$ cat src/design/tfc_pkg.sv
// shared types and constants of the temperature fan curve block
// used by tfc_div and temperature_fan_curve, no dependencies
package tfc_pkg;

  localparam int unsigned SENSORS   = 4;
  localparam int unsigned RAW_W     = 12;
  localparam int unsigned TEMP_W    = 16;
  localparam int unsigned DUTY_W    = 12;
  localparam int unsigned PROD_W    = 28;
  localparam int unsigned DIV_STEPS = 12;
  localparam int unsigned CFG_IDX_W = 3;

  localparam int unsigned IN_DATA_W  = SENSORS * RAW_W;
  localparam int unsigned OUT_DATA_W = 2 * DUTY_W + SENSORS * TEMP_W;

  typedef logic [RAW_W-1:0]  raw_t;
  typedef logic [TEMP_W-1:0] temp_t;
  typedef logic [DUTY_W-1:0] duty_t;
  typedef logic [PROD_W-1:0] prod_t;
  typedef logic [CFG_IDX_W-1:0] cfg_idx_t;

  // full scale of the conversion in centidegrees and adc / duty full codes
  localparam temp_t TEMP_SCALE = 16'd33000;
  localparam duty_t DUTY_MAX   = 12'd4095;
  localparam logic [12:0] ADC_DIV = 13'd4095;

  localparam temp_t START_RESET = 16'd4000;
  localparam temp_t FULL_RESET  = 16'd6000;

  // register map: start thresholds first, then full thresholds
  localparam cfg_idx_t CFG_START_BASE = 3'd0;
  localparam cfg_idx_t CFG_FULL_BASE  = 3'd4;

endpackage

$ cat src/design/tfc_div.sv
// pipelined restoring divider, one quotient bit per stage
// depends on tfc_pkg; quotient valid only when num < den * 2**DIV_STEPS
module tfc_div (
  input  logic          clk,
  input  logic          en,
  input  tfc_pkg::prod_t num_i,
  input  tfc_pkg::temp_t den_i,
  output tfc_pkg::duty_t quo_o
);

  localparam int unsigned N = tfc_pkg::DIV_STEPS;

  tfc_pkg::prod_t rem_r [N];
  tfc_pkg::temp_t den_r [N];
  tfc_pkg::duty_t quo_r [N];

  for (genvar k = 0; k < N; k++) begin : g_step
    tfc_pkg::prod_t rem_in;
    tfc_pkg::temp_t den_in;
    tfc_pkg::duty_t quo_in;
    tfc_pkg::prod_t shifted;
    logic           take;
    tfc_pkg::prod_t rem_nxt;
    tfc_pkg::duty_t quo_nxt;

    if (k == 0) begin : g_first
      assign rem_in = num_i;
      assign den_in = den_i;
      assign quo_in = '0;
    end else begin : g_rest
      assign rem_in = rem_r[k-1];
      assign den_in = den_r[k-1];
      assign quo_in = quo_r[k-1];
    end

    // trial subtract of the divisor aligned to quotient bit N-1-k
    assign shifted = tfc_pkg::prod_t'(den_in) << (N - 1 - k);
    assign take    = (rem_in >= shifted);
    assign rem_nxt = take ? (rem_in - shifted) : rem_in;
    assign quo_nxt = {quo_in[tfc_pkg::DUTY_W-2:0], take};

    always_ff @(posedge clk) begin
      if (en) begin
        rem_r[k] <= rem_nxt;
        den_r[k] <= den_in;
        quo_r[k] <= quo_nxt;
      end
    end
  end

  assign quo_o = quo_r[N-1];

endmodule

$ cat config.mk
export PLATFORM = sky130hd
export DESIGN_NAME = tfc_div
export DESIGN_NICKNAME = d
export VERILOG_FILES = /design/src/design/tfc_pkg.sv /design/src/design/tfc_div.sv
export SDC_FILE = /design/constraint.sdc
export NUM_CORES = 1
export LEC_CHECK = 0
export ABC_CLOCK_PERIOD_IN_PS = 8700
export BUFFER_PORTS_ARGS = -buffer_cell sky130_fd_sc_hd__buf_2
export CORE_ASPECT_RATIO = 0.6
export CORE_MARGIN = 5
export CORE_UTILIZATION = 60
export DETAILED_ROUTE_END_ITERATION = 12
export PLACE_DENSITY_LB_ADDON = 0.15
export SLEW_MARGIN = 20
export SYNTH_ARGS = -nofsm -noshare
export SYNTH_HDL_FRONTEND = slang
export SYNTH_SLANG_ARGS = --single-unit
$ cat constraint.sdc
create_clock -name clk -period 8.7 [get_ports clk]
set_input_delay 0.435 -clock clk [delete_from_list [all_inputs] [get_ports clk]]
set_output_delay 0.435 -clock clk [all_outputs]
set_load 0.005 [all_outputs]
; ---- Yosys cells after proc, flatten, opt, wreduce, memory -nomap -nowiden
; Memories as Yosys holds them, arrays and structs flattened.
; Cells that the tools add are included.
[classes]
addsub = 12
multipliers = 0
div = 0
order_cmp = 12
eq_ne = 0
shifts = 0
muxes = 14
n_bitwise = 0
reduce_logical = 0
[op_table]
columns = op, n
row1 = $mux W28, 12
row2 = $ge A28 B16 Y1, 1
row3 = $ge A28 B17 Y1, 1
row4 = $ge A28 B18 Y1, 1
row5 = $ge A28 B19 Y1, 1
row6 = $ge A28 B20 Y1, 1
row7 = $ge A28 B21 Y1, 1
row8 = $ge A28 B22 Y1, 1
row9 = $ge A28 B23 Y1, 1
row10 = $ge A28 B24 Y1, 1
row11 = $ge A28 B25 Y1, 1
row12 = $ge A28 B26 Y1, 1
row13 = $ge A28 B27 Y1, 1
row14 = $sub A28 B16 Y28, 1
row15 = $sub A28 B17 Y28, 1
row16 = $sub A28 B18 Y28, 1
row17 = $sub A28 B19 Y28, 1
row18 = $sub A28 B20 Y28, 1
row19 = $sub A28 B21 Y28, 1
row20 = $sub A28 B22 Y28, 1
row21 = $sub A28 B23 Y28, 1
row22 = $sub A28 B24 Y28, 1
row23 = $sub A28 B25 Y28, 1
row24 = $sub A28 B26 Y28, 1
row25 = 2 further kinds, 3
[totals]
regBits = 0
latchBits = 0
mem_bits_rw = 672
mem_bits_ro = 0
in_bits = 46
out_inout_bits = 12
word_cells = 41
memories = 3
[mem_list]
columns = memory, depth, width, rd, rd_clocked_by_memory_dff, wr, line
row1 = rem_r, 12, 28, 11, 0, 12, tfc_div.sv:13  ; tfc_pkg::prod_t rem_r [N];
row2 = den_r, 12, 16, 11, 0, 12, tfc_div.sv:14  ; tfc_pkg::temp_t den_r [N];
row3 = quo_r, 12, 12, 12, 0, 12, tfc_div.sv:15  ; tfc_pkg::duty_t quo_r [N];

; ---- Longest topological paths before layout
; Gate-level depths: netlist (run 1).
; An unclocked memory read counts as a cell.
[depth]
word_depth = 3
ltp_mapped = 14
ltp_nobuf = 12

; ---- Worst setup path after synthesis (run 1)
; OpenSTA, ideal clock, no wires.
[synth_path]
path_type = input-to-reg
startpoint = in den_i[1]
endpoint = mem rem_r[0][21] (netlist name) (data pin)
setup_time_ns = 0.260
t_arrival_ns = 2.848
slack_ns = 5.592
path_stages = 11
path_cell_list = inv_1 -> ha_1 -> nor2b_1 -> o21a_1 -> o21ai_1 -> a211o_1 -> a31o_2 -> a31oi_1 -> a2111oi_4 -> buf_2 -> mux2_2
[synth_rtl]
columns = element, line
row1 = "start, declared", tfc_div.sv:7  ; input tfc_pkg::temp_t den_i,
row2 = "end, declared", tfc_div.sv:13

==> results of run 1 <==
-- final cells by class --
class                      instances  area share [%]
sequential                       562            51.9
multi-input combinational       1654            35.9
clock buffer                      61            4.17
timing repair buffer              74            1.35
tap                              650            2.50
clock inverter                    36            1.48
inverter                         241            2.78
-- per-stage QoR --
step | instance area, µm² | total power [mW]
floorplan | 29600 | 6.63
global placement | 30700 | 7.44
detailed placement | 30700 | 7.61
CTS | 32500 | 10.1
global route | 32500 | 10.8
finish | 32500 | 10.2
-- power breakdown --
| group | internal (mW) | switching (mW) | leakage [nW] |
|---|---|---|---|
| Combinational | 1.45 | 2.10 | 6.31 |
| Clock | 1.43 | 1.05 | 0.886 |
| Sequential | 3.78 | 0.357 | 5.42 |
| Total | 6.67 | 3.51 | 12.6 |
-- cell families after synthesis --
kind of cell / after synthesis / share of synthesized area, %
and+or+nand+nor: 606 / 10.1
AOI/OAI and AO/OA: 602 / 12.7
DFF: 562 / 57.0
buffers and inverters: 286 / 3.69
adders and majority gates: 203 / 8.86
xor gates and xnor gates: 192 / 5.68
muxes: 51 / 1.90
-- worst max-delay path: cells and delay by family (launching register included) --
| family | cells | cell delay [ns] |
|---|---|---|
| xor gates and xnor gates | 1 | 0.10 |
| and+or+nand+nor | 3 | 0.68 |
| buffers and inverters | 2 | 0.15 |
| adders and majority gates | 2 | 0.61 |
| AOI/OAI and AO/OA | 4 | 1.57 |
| DFF | 1 | 0.40 |
-- path summary, 6_finish.rpt --
kind | start | end | slack [ns] | cells after the start
worst max-delay path | rem_r[4][2]$_DFFE_PP_ | rem_r[4][54]$_DFFE_PP_ | 4.92 | 12
worst max register to register | rem_r[4][2]$_DFFE_PP_ | rem_r[4][54]$_DFFE_PP_ | 4.92 | 12
worst min register to register | quo_r[5][2]$_DFFE_PP_ | quo_r[5][15]$_DFFE_PP_ | 0.42 | 0
worst min-delay path | den_i[4] | den_r[0][4]$_DFFE_PP_ | 0.03 | 1
-- Yosys cell counts (26+ instances only) --
cell	number	area, µm²
a21o_1	54	405
xor2_1	97	850
o21a_1	34	255
nor2_1	145	544
nand2_1	178	668
mux2_2	42	473
inv_1	241	905
edfxtp_1	562	16900
a21oi_1	177	886
ha_1	192	2400
o21ai_0	172	861
clkbuf_1	33	124
nor2b_1	29	181
xnor2_1	95	832
nor3_1	52	260
nor4_1	26	163
nand3_1	29	145
-- sequential cells by signal, summed over array words and instances (netlist names) --
register	cells
den_r	176
quo_r	78
rem_r	308
-- layer usage --
| metal | part of all wire (%) | vias up | GRT usage (%) |
|---|---|---|---|
| li1 | - | 9419 | - |
| met1 | 51 | 9696 | 41.8 |
| met2 | 38 | 845 | 32.0 |
| met3 | 10 | 67 | 5.36 |
| met4 | 1.1 | 0 | 3.52 |
| met5 | 0 | - | 0 |
==> flow_metrics.env, run 1 <==
export IMPL_cts_buffers=52
export IMPL_grt_pass1_vias=19100
export IMPL_crit_path_start_kind="register"
export IMPL_cts_sinks=562
export IMPL_port_buffer_count=57
export IMPL_synth_edff_count=562
export IMPL_pre_cts_slack_ns=5.04
export IMPL_rsz0062_at_grt="false"
export IMPL_fillers=3603
export IMPL_worstSetupPathType="register to register"
export IMPL_stdcell_count=3278
export IMPL_worstMarginPinSlew_ns=1.11
export IMPL_powerDensity_nw_per_um2=313
export IMPL_postLayoutCoreUtil_pct=66.3
export IMPL_endpoint_kind="register"
export IMPL_drv_slew=0
export IMPL_syn2layout_area_growth_pct=9.92
export IMPL_path_max_fanout=4
export IMPL_drv_cap=0
export IMPL_syn_instance_count=2502
export IMPL_cts_root_buf="clkbuf_16"
export IMPL_wl_per_cell_um=20.2
export IMPL_dieHeight_um=182
export IMPL_fmax_ghz=0.264
export IMPL_fin_nets=2834
export IMPL_drt_iter0_drc=2506
export IMPL_h_tree_depth=2
export IMPL_layout_commonest_cell="edfxtp_1"
export IMPL_vias_per_cell=6.11
export IMPL_finalSetupTns_ns=0
export IMPL_synth_seq_cells=562
export IMPL_io_pins=58
export IMPL_rows=63
export IMPL_status="finished, final reports clean"
export IMPL_drive_above_1_share_pct=8.52
export IMPL_die_area_um2=54000
export IMPL_timing_hold_ws_ns=0.0311
export IMPL_syn_area_um2=29600
export IMPL_leakage_nw=12.6
export IMPL_grt_pass1_wl_um=106000
export IMPL_grt_overflow_total=0
export IMPL_die_w_um=297
export IMPL_hpwl_um=48300
export IMPL_fin_worst_skew_ns=0.0290
export IMPL_drc=0
export IMPL_cp_cell_sequence="inv_1, ha_1, inv_1, fa_1, a211oi_1, o21a_1, nor3_1, a211oi_1, o221ai_1, or2_2, nor3_1, xor2_1"
export IMPL_routabilityCongestion=0.956
export IMPL_vias=20000
export IMPL_setup_violations=0
export IMPL_dp_cells=3181
export IMPL_grtUsageTotal_pct=24.4
export IMPL_synth_area_per_cell_um2=11.8
export IMPL_hp_class="input port to register"
export IMPL_slowest_stage="a211oi_1"
export IMPL_critPathRequiredTime_ns=9.02
export IMPL_grt_max_degree=168
export IMPL_synth_cell_type_count=75
export IMPL_antenna_found_initial=0
export IMPL_ctsResizeCount=0
export IMPL_layout_common_cells="edfxtp_1 (562), inv_1 (241), ha_1 (192)"
export IMPL_cts_tree="yes"
export IMPL_coreArea_um2=49100
export IMPL_postCtsSetupBuffers=0
export IMPL_ys_warn_count=0
export IMPL_antennaDiodeCount=0
export IMPL_worst_path_largest_cell_delay_ns=0.53
export IMPL_initial_utilization_pct=60.3
export IMPL_ff_latch_area_um2=16900
export IMPL_synth_ff_type="edfxtp_1"
export IMPL_clk_latency_ns=0.60
export IMPL_hold_viol_final=0
export IMPL_hold_buffers=0
export IMPL_ant_nets=0
export IMPL_synth_nets=2751
export IMPL_wirelength_um=66400
export IMPL_clkTransAtPathRegs_ns=0.07
export IMPL_async_reset_ff_share_pct=0
export IMPL_crit_arrival_ns=4.11
export IMPL_clock_path_buffers=3
export IMPL_first_pass_iters=6
export IMPL_fin_crit_sh_pct=43.5
export IMPL_maxSlewHeadroom_pct=25.7
export IMPL_synth_seq_area_share_pct=57.0
export IMPL_setup_slack_ns=4.92
export IMPL_multi_input_area_um2=11700
export IMPL_period_needed_ns=3.78
export IMPL_vdd_ir_drop_max_uv=186
(Power assumes the default switching activity.)
==> run 2: changes to the inputs <==
Settings changed: ABC_CLOCK_PERIOD_IN_PS 8700 to 3900.
Clock period 8.7 ns to 3.9 ns, I/O delays scaled along.
==> run 2 against run 1 <==
  * Total power grew 120%
  * Maximum frequency up 2.8%
  * Clock skew down 0.011 ns
  * First-iteration DRC count rose by 0.56%
  * Largest power group unchanged
  * Via count grew 0.81%
  * Largest cell class unchanged
==> flow_metrics.env, run 2 (synthesized netlist as in run 1, its figures left out) <==
export IMPL_status="finished, final reports clean"
export IMPL_hp_class="input port to register"
export IMPL_rows=63
export IMPL_h_tree_depth=2
export IMPL_drv_slew=0
export IMPL_grt_pass1_wl_um=108000
export IMPL_period_needed_ns=3.68
export IMPL_sequentialPowerShare_pct=41.5
export IMPL_vias_per_cell=6.06
export IMPL_leakage_nw=12.8
export IMPL_drive_above_1_share_pct=8.27
export IMPL_fmax_ghz=0.272
export IMPL_routabilityCongestion=0.963
export IMPL_cp_cell_sequence="or2_1, or4_1, or3_1, a211o_1, nor4b_4, buf_4, nor3b_1, mux2i_1, nand2_1"
export IMPL_cts_tree="yes"
export IMPL_first_pass_iters=5
export IMPL_clock_power_share_pct=22.3
export IMPL_die_w_um=297
export IMPL_ctsResizeCount=0
export IMPL_cts_buffers=51
export IMPL_top_usage_layer="met1"
export IMPL_drc=0
export IMPL_ff_latch_area_um2=16900
export IMPL_path_max_fanout=35
export IMPL_hpwl_um=49100
export IMPL_worst_path_largest_cell_delay_ns=0.51
export IMPL_critPathRequiredTime_ns=4.24
export IMPL_hold_viol_final=0
export IMPL_wl_per_cell_um=20.3
export IMPL_grt_use_met1_pct=43.1
export IMPL_internal_power_mw=14.5
export IMPL_crit_arrival_ns=4.02
export IMPL_grtUsageTotal_pct=24.8
export IMPL_crit_path_start_kind="register"
export IMPL_maxSlewHeadroom_pct=34.6
export IMPL_clock_path_buffers=3
export IMPL_vdd_ir_drop_max_uv=499
export IMPL_antennaDiodeCount=0
export IMPL_coreArea_um2=49100
export IMPL_regMostFlops="rem_r"
export IMPL_cts_sinks=562
export IMPL_r2r_end="rem_r[3][46]$_DFFE_PP_"
export IMPL_cts_root_buf="clkbuf_16"
export IMPL_port_buffer_count=57
export IMPL_min_to="rem_r[4][48]$_DFFE_PP_"
export IMPL_rsz0062_at_grt="false"
export IMPL_worstMarginPinSlew_ns=0.973
export IMPL_hp_start="en"
export IMPL_holdPathStages=1
export IMPL_powerDensity_nw_per_um2=676
export IMPL_top_regs="rem_r x308, den_r x176, quo_r x78"
export IMPL_finalSetupTns_ns=0
export IMPL_grt_overflow_total=0
export IMPL_multi_input_area_um2=11700
export IMPL_setup_violations=0
export IMPL_drt_iter0_drc=2520
export IMPL_antenna_found_initial=1
export IMPL_fin_nets=2894
export IMPL_rrSetupSlack_ns=0.22
export IMPL_drv_cap=0
export IMPL_syn2layout_area_growth_pct=11.3
export IMPL_io_pins=58
export IMPL_ff2ff_path_depth=9
export IMPL_grtUsageMet3_pct=6.29
export IMPL_fin_crit_sh_pct=94.4
export IMPL_regToRegStartpoint="rem_r[3][20]$_DFFE_PP_"
export IMPL_layout_common_cells="edfxtp_1 (562), inv_1 (241), ha_1 (192)"
export IMPL_ant_nets=0
export IMPL_dp_cells=3198
export IMPL_dieHeight_um=182
export IMPL_endpoint_kind="register"
export IMPL_worstSetupPathType="register to register"
export IMPL_largest_reg_flops=308
export IMPL_stdcell_count=3334
export IMPL_met2_usage_pct=31.4
export IMPL_slowest_stage="edfxtp_1"
export IMPL_clkTransAtPathRegs_ns=0.07
export IMPL_swShare_pct=34.9
export IMPL_grt_max_degree=103
export IMPL_p_sw_mw=7.77
export IMPL_path_delay_family="simple AND/OR/NAND/NOR gates"
export IMPL_vias=20200
export IMPL_p_comb_share_pct=36.2
export IMPL_clk_latency_ns=0.60
export IMPL_grt_pass1_vias=19000
export IMPL_fin_worst_skew_ns=0.0183
export IMPL_placed_area_um2=30900
export IMPL_fillers=3618
export IMPL_path_buf_inv=1
export IMPL_die_area_um2=54000
export IMPL_wirelength_um=67600
export IMPL_stdcell_area_um2=33000
export IMPL_initial_utilization_pct=60.3
export IMPL_layout_commonest_cell="edfxtp_1"
-- run 2: worst reg2reg max path: stages, from the launching register on --
cell and delay [ns]:
edfxtp_1 0.51, or2_1 0.33, or4_1 0.47, or3_1 0.49, a211o_1 0.44, nor4b_4 0.46, buf_4 0.41, nor3b_1 0.10
mux2i_1 0.15, nand2_1 0.07
-- run 2: worst max-delay path by stage --
stage / to / from / cells past startpoint / slack [ns]
after floorplan: rem_r[1][10]$_DFFE_PP_ / rem_r[0][38]$_DFFE_PP_ / 10 / 0.87
after global routing: rem_r[0][47]$_DFFE_PP_ / den_r[0][0]$_DFFE_PP_ / 9 / 0.02
after CTS: rem_r[0][47]$_DFFE_PP_ / den_r[0][0]$_DFFE_PP_ / 9 / 0.31
final: rem_r[3][46]$_DFFE_PP_ / rem_r[3][20]$_DFFE_PP_ / 9 / 0.22
after detailed placement: rem_r[3][46]$_DFFE_PP_ / rem_r[3][20]$_DFFE_PP_ / 9 / 0.36
after global placement: rem_r[0][39]$_DFFE_PP_ / rem_r[0][19]$_DFFE_PP_ / 8 / 0.40
-- run 2: final cells by class --
| type | count | area share, % |
|---|---|---|
| repair buffers | 135 | 3.31 |
| well taps | 650 | 2.47 |
| clock buffers | 67 | 4.12 |
| clock inverters | 25 | 0.759 |
| multi-input cells | 1654 | 35.4 |
| flip-flops and latches | 562 | 51.2 |
| inverters | 241 | 2.74 |
-- run 2: repair_timing --
action / in CTS / in global routing
hold buffers: 44 / 0
endpoints found under the hold margin: 44 / 0
buffers inserted: 0 / 0
-- run 2: power by group through the flow --
stage	clock, mW	combinational [mW]	sequential, mW
6_report	4.96	8.06	9.25
5_1_grt	5.33	8.90	9.37
4_1_cts	5.06	7.84	9.24
3_5_place_dp	0	7.70	9.34
3_3_place_gp	0	7.45	9.32
2_1_floorplan	0	5.75	9.04
-- run 2: metal layers --
metal	vias to the layer above	wire [µm]	share of wire [%]
met5	-	0	0
met4	0	705	1.0
met3	65	7680	11
met2	882	24600	36
met1	9696	34600	51
li1	9546	-	-
-- run 2: through the flow --
stage	power, mW	hold slack [ns]	util, %	setup slack [ns]
6_report	22.3	0.111	67.1	0.219
5_1_grt	23.6	0.132	67.1	0.0247
4_1_cts	22.1	0.136	67.1	0.306
3_5_place_dp	17.0	0.390	62.9	0.357
3_3_place_gp	16.8	0.388	62.9	0.397
2_1_floorplan	14.8	0.294	-	0.871
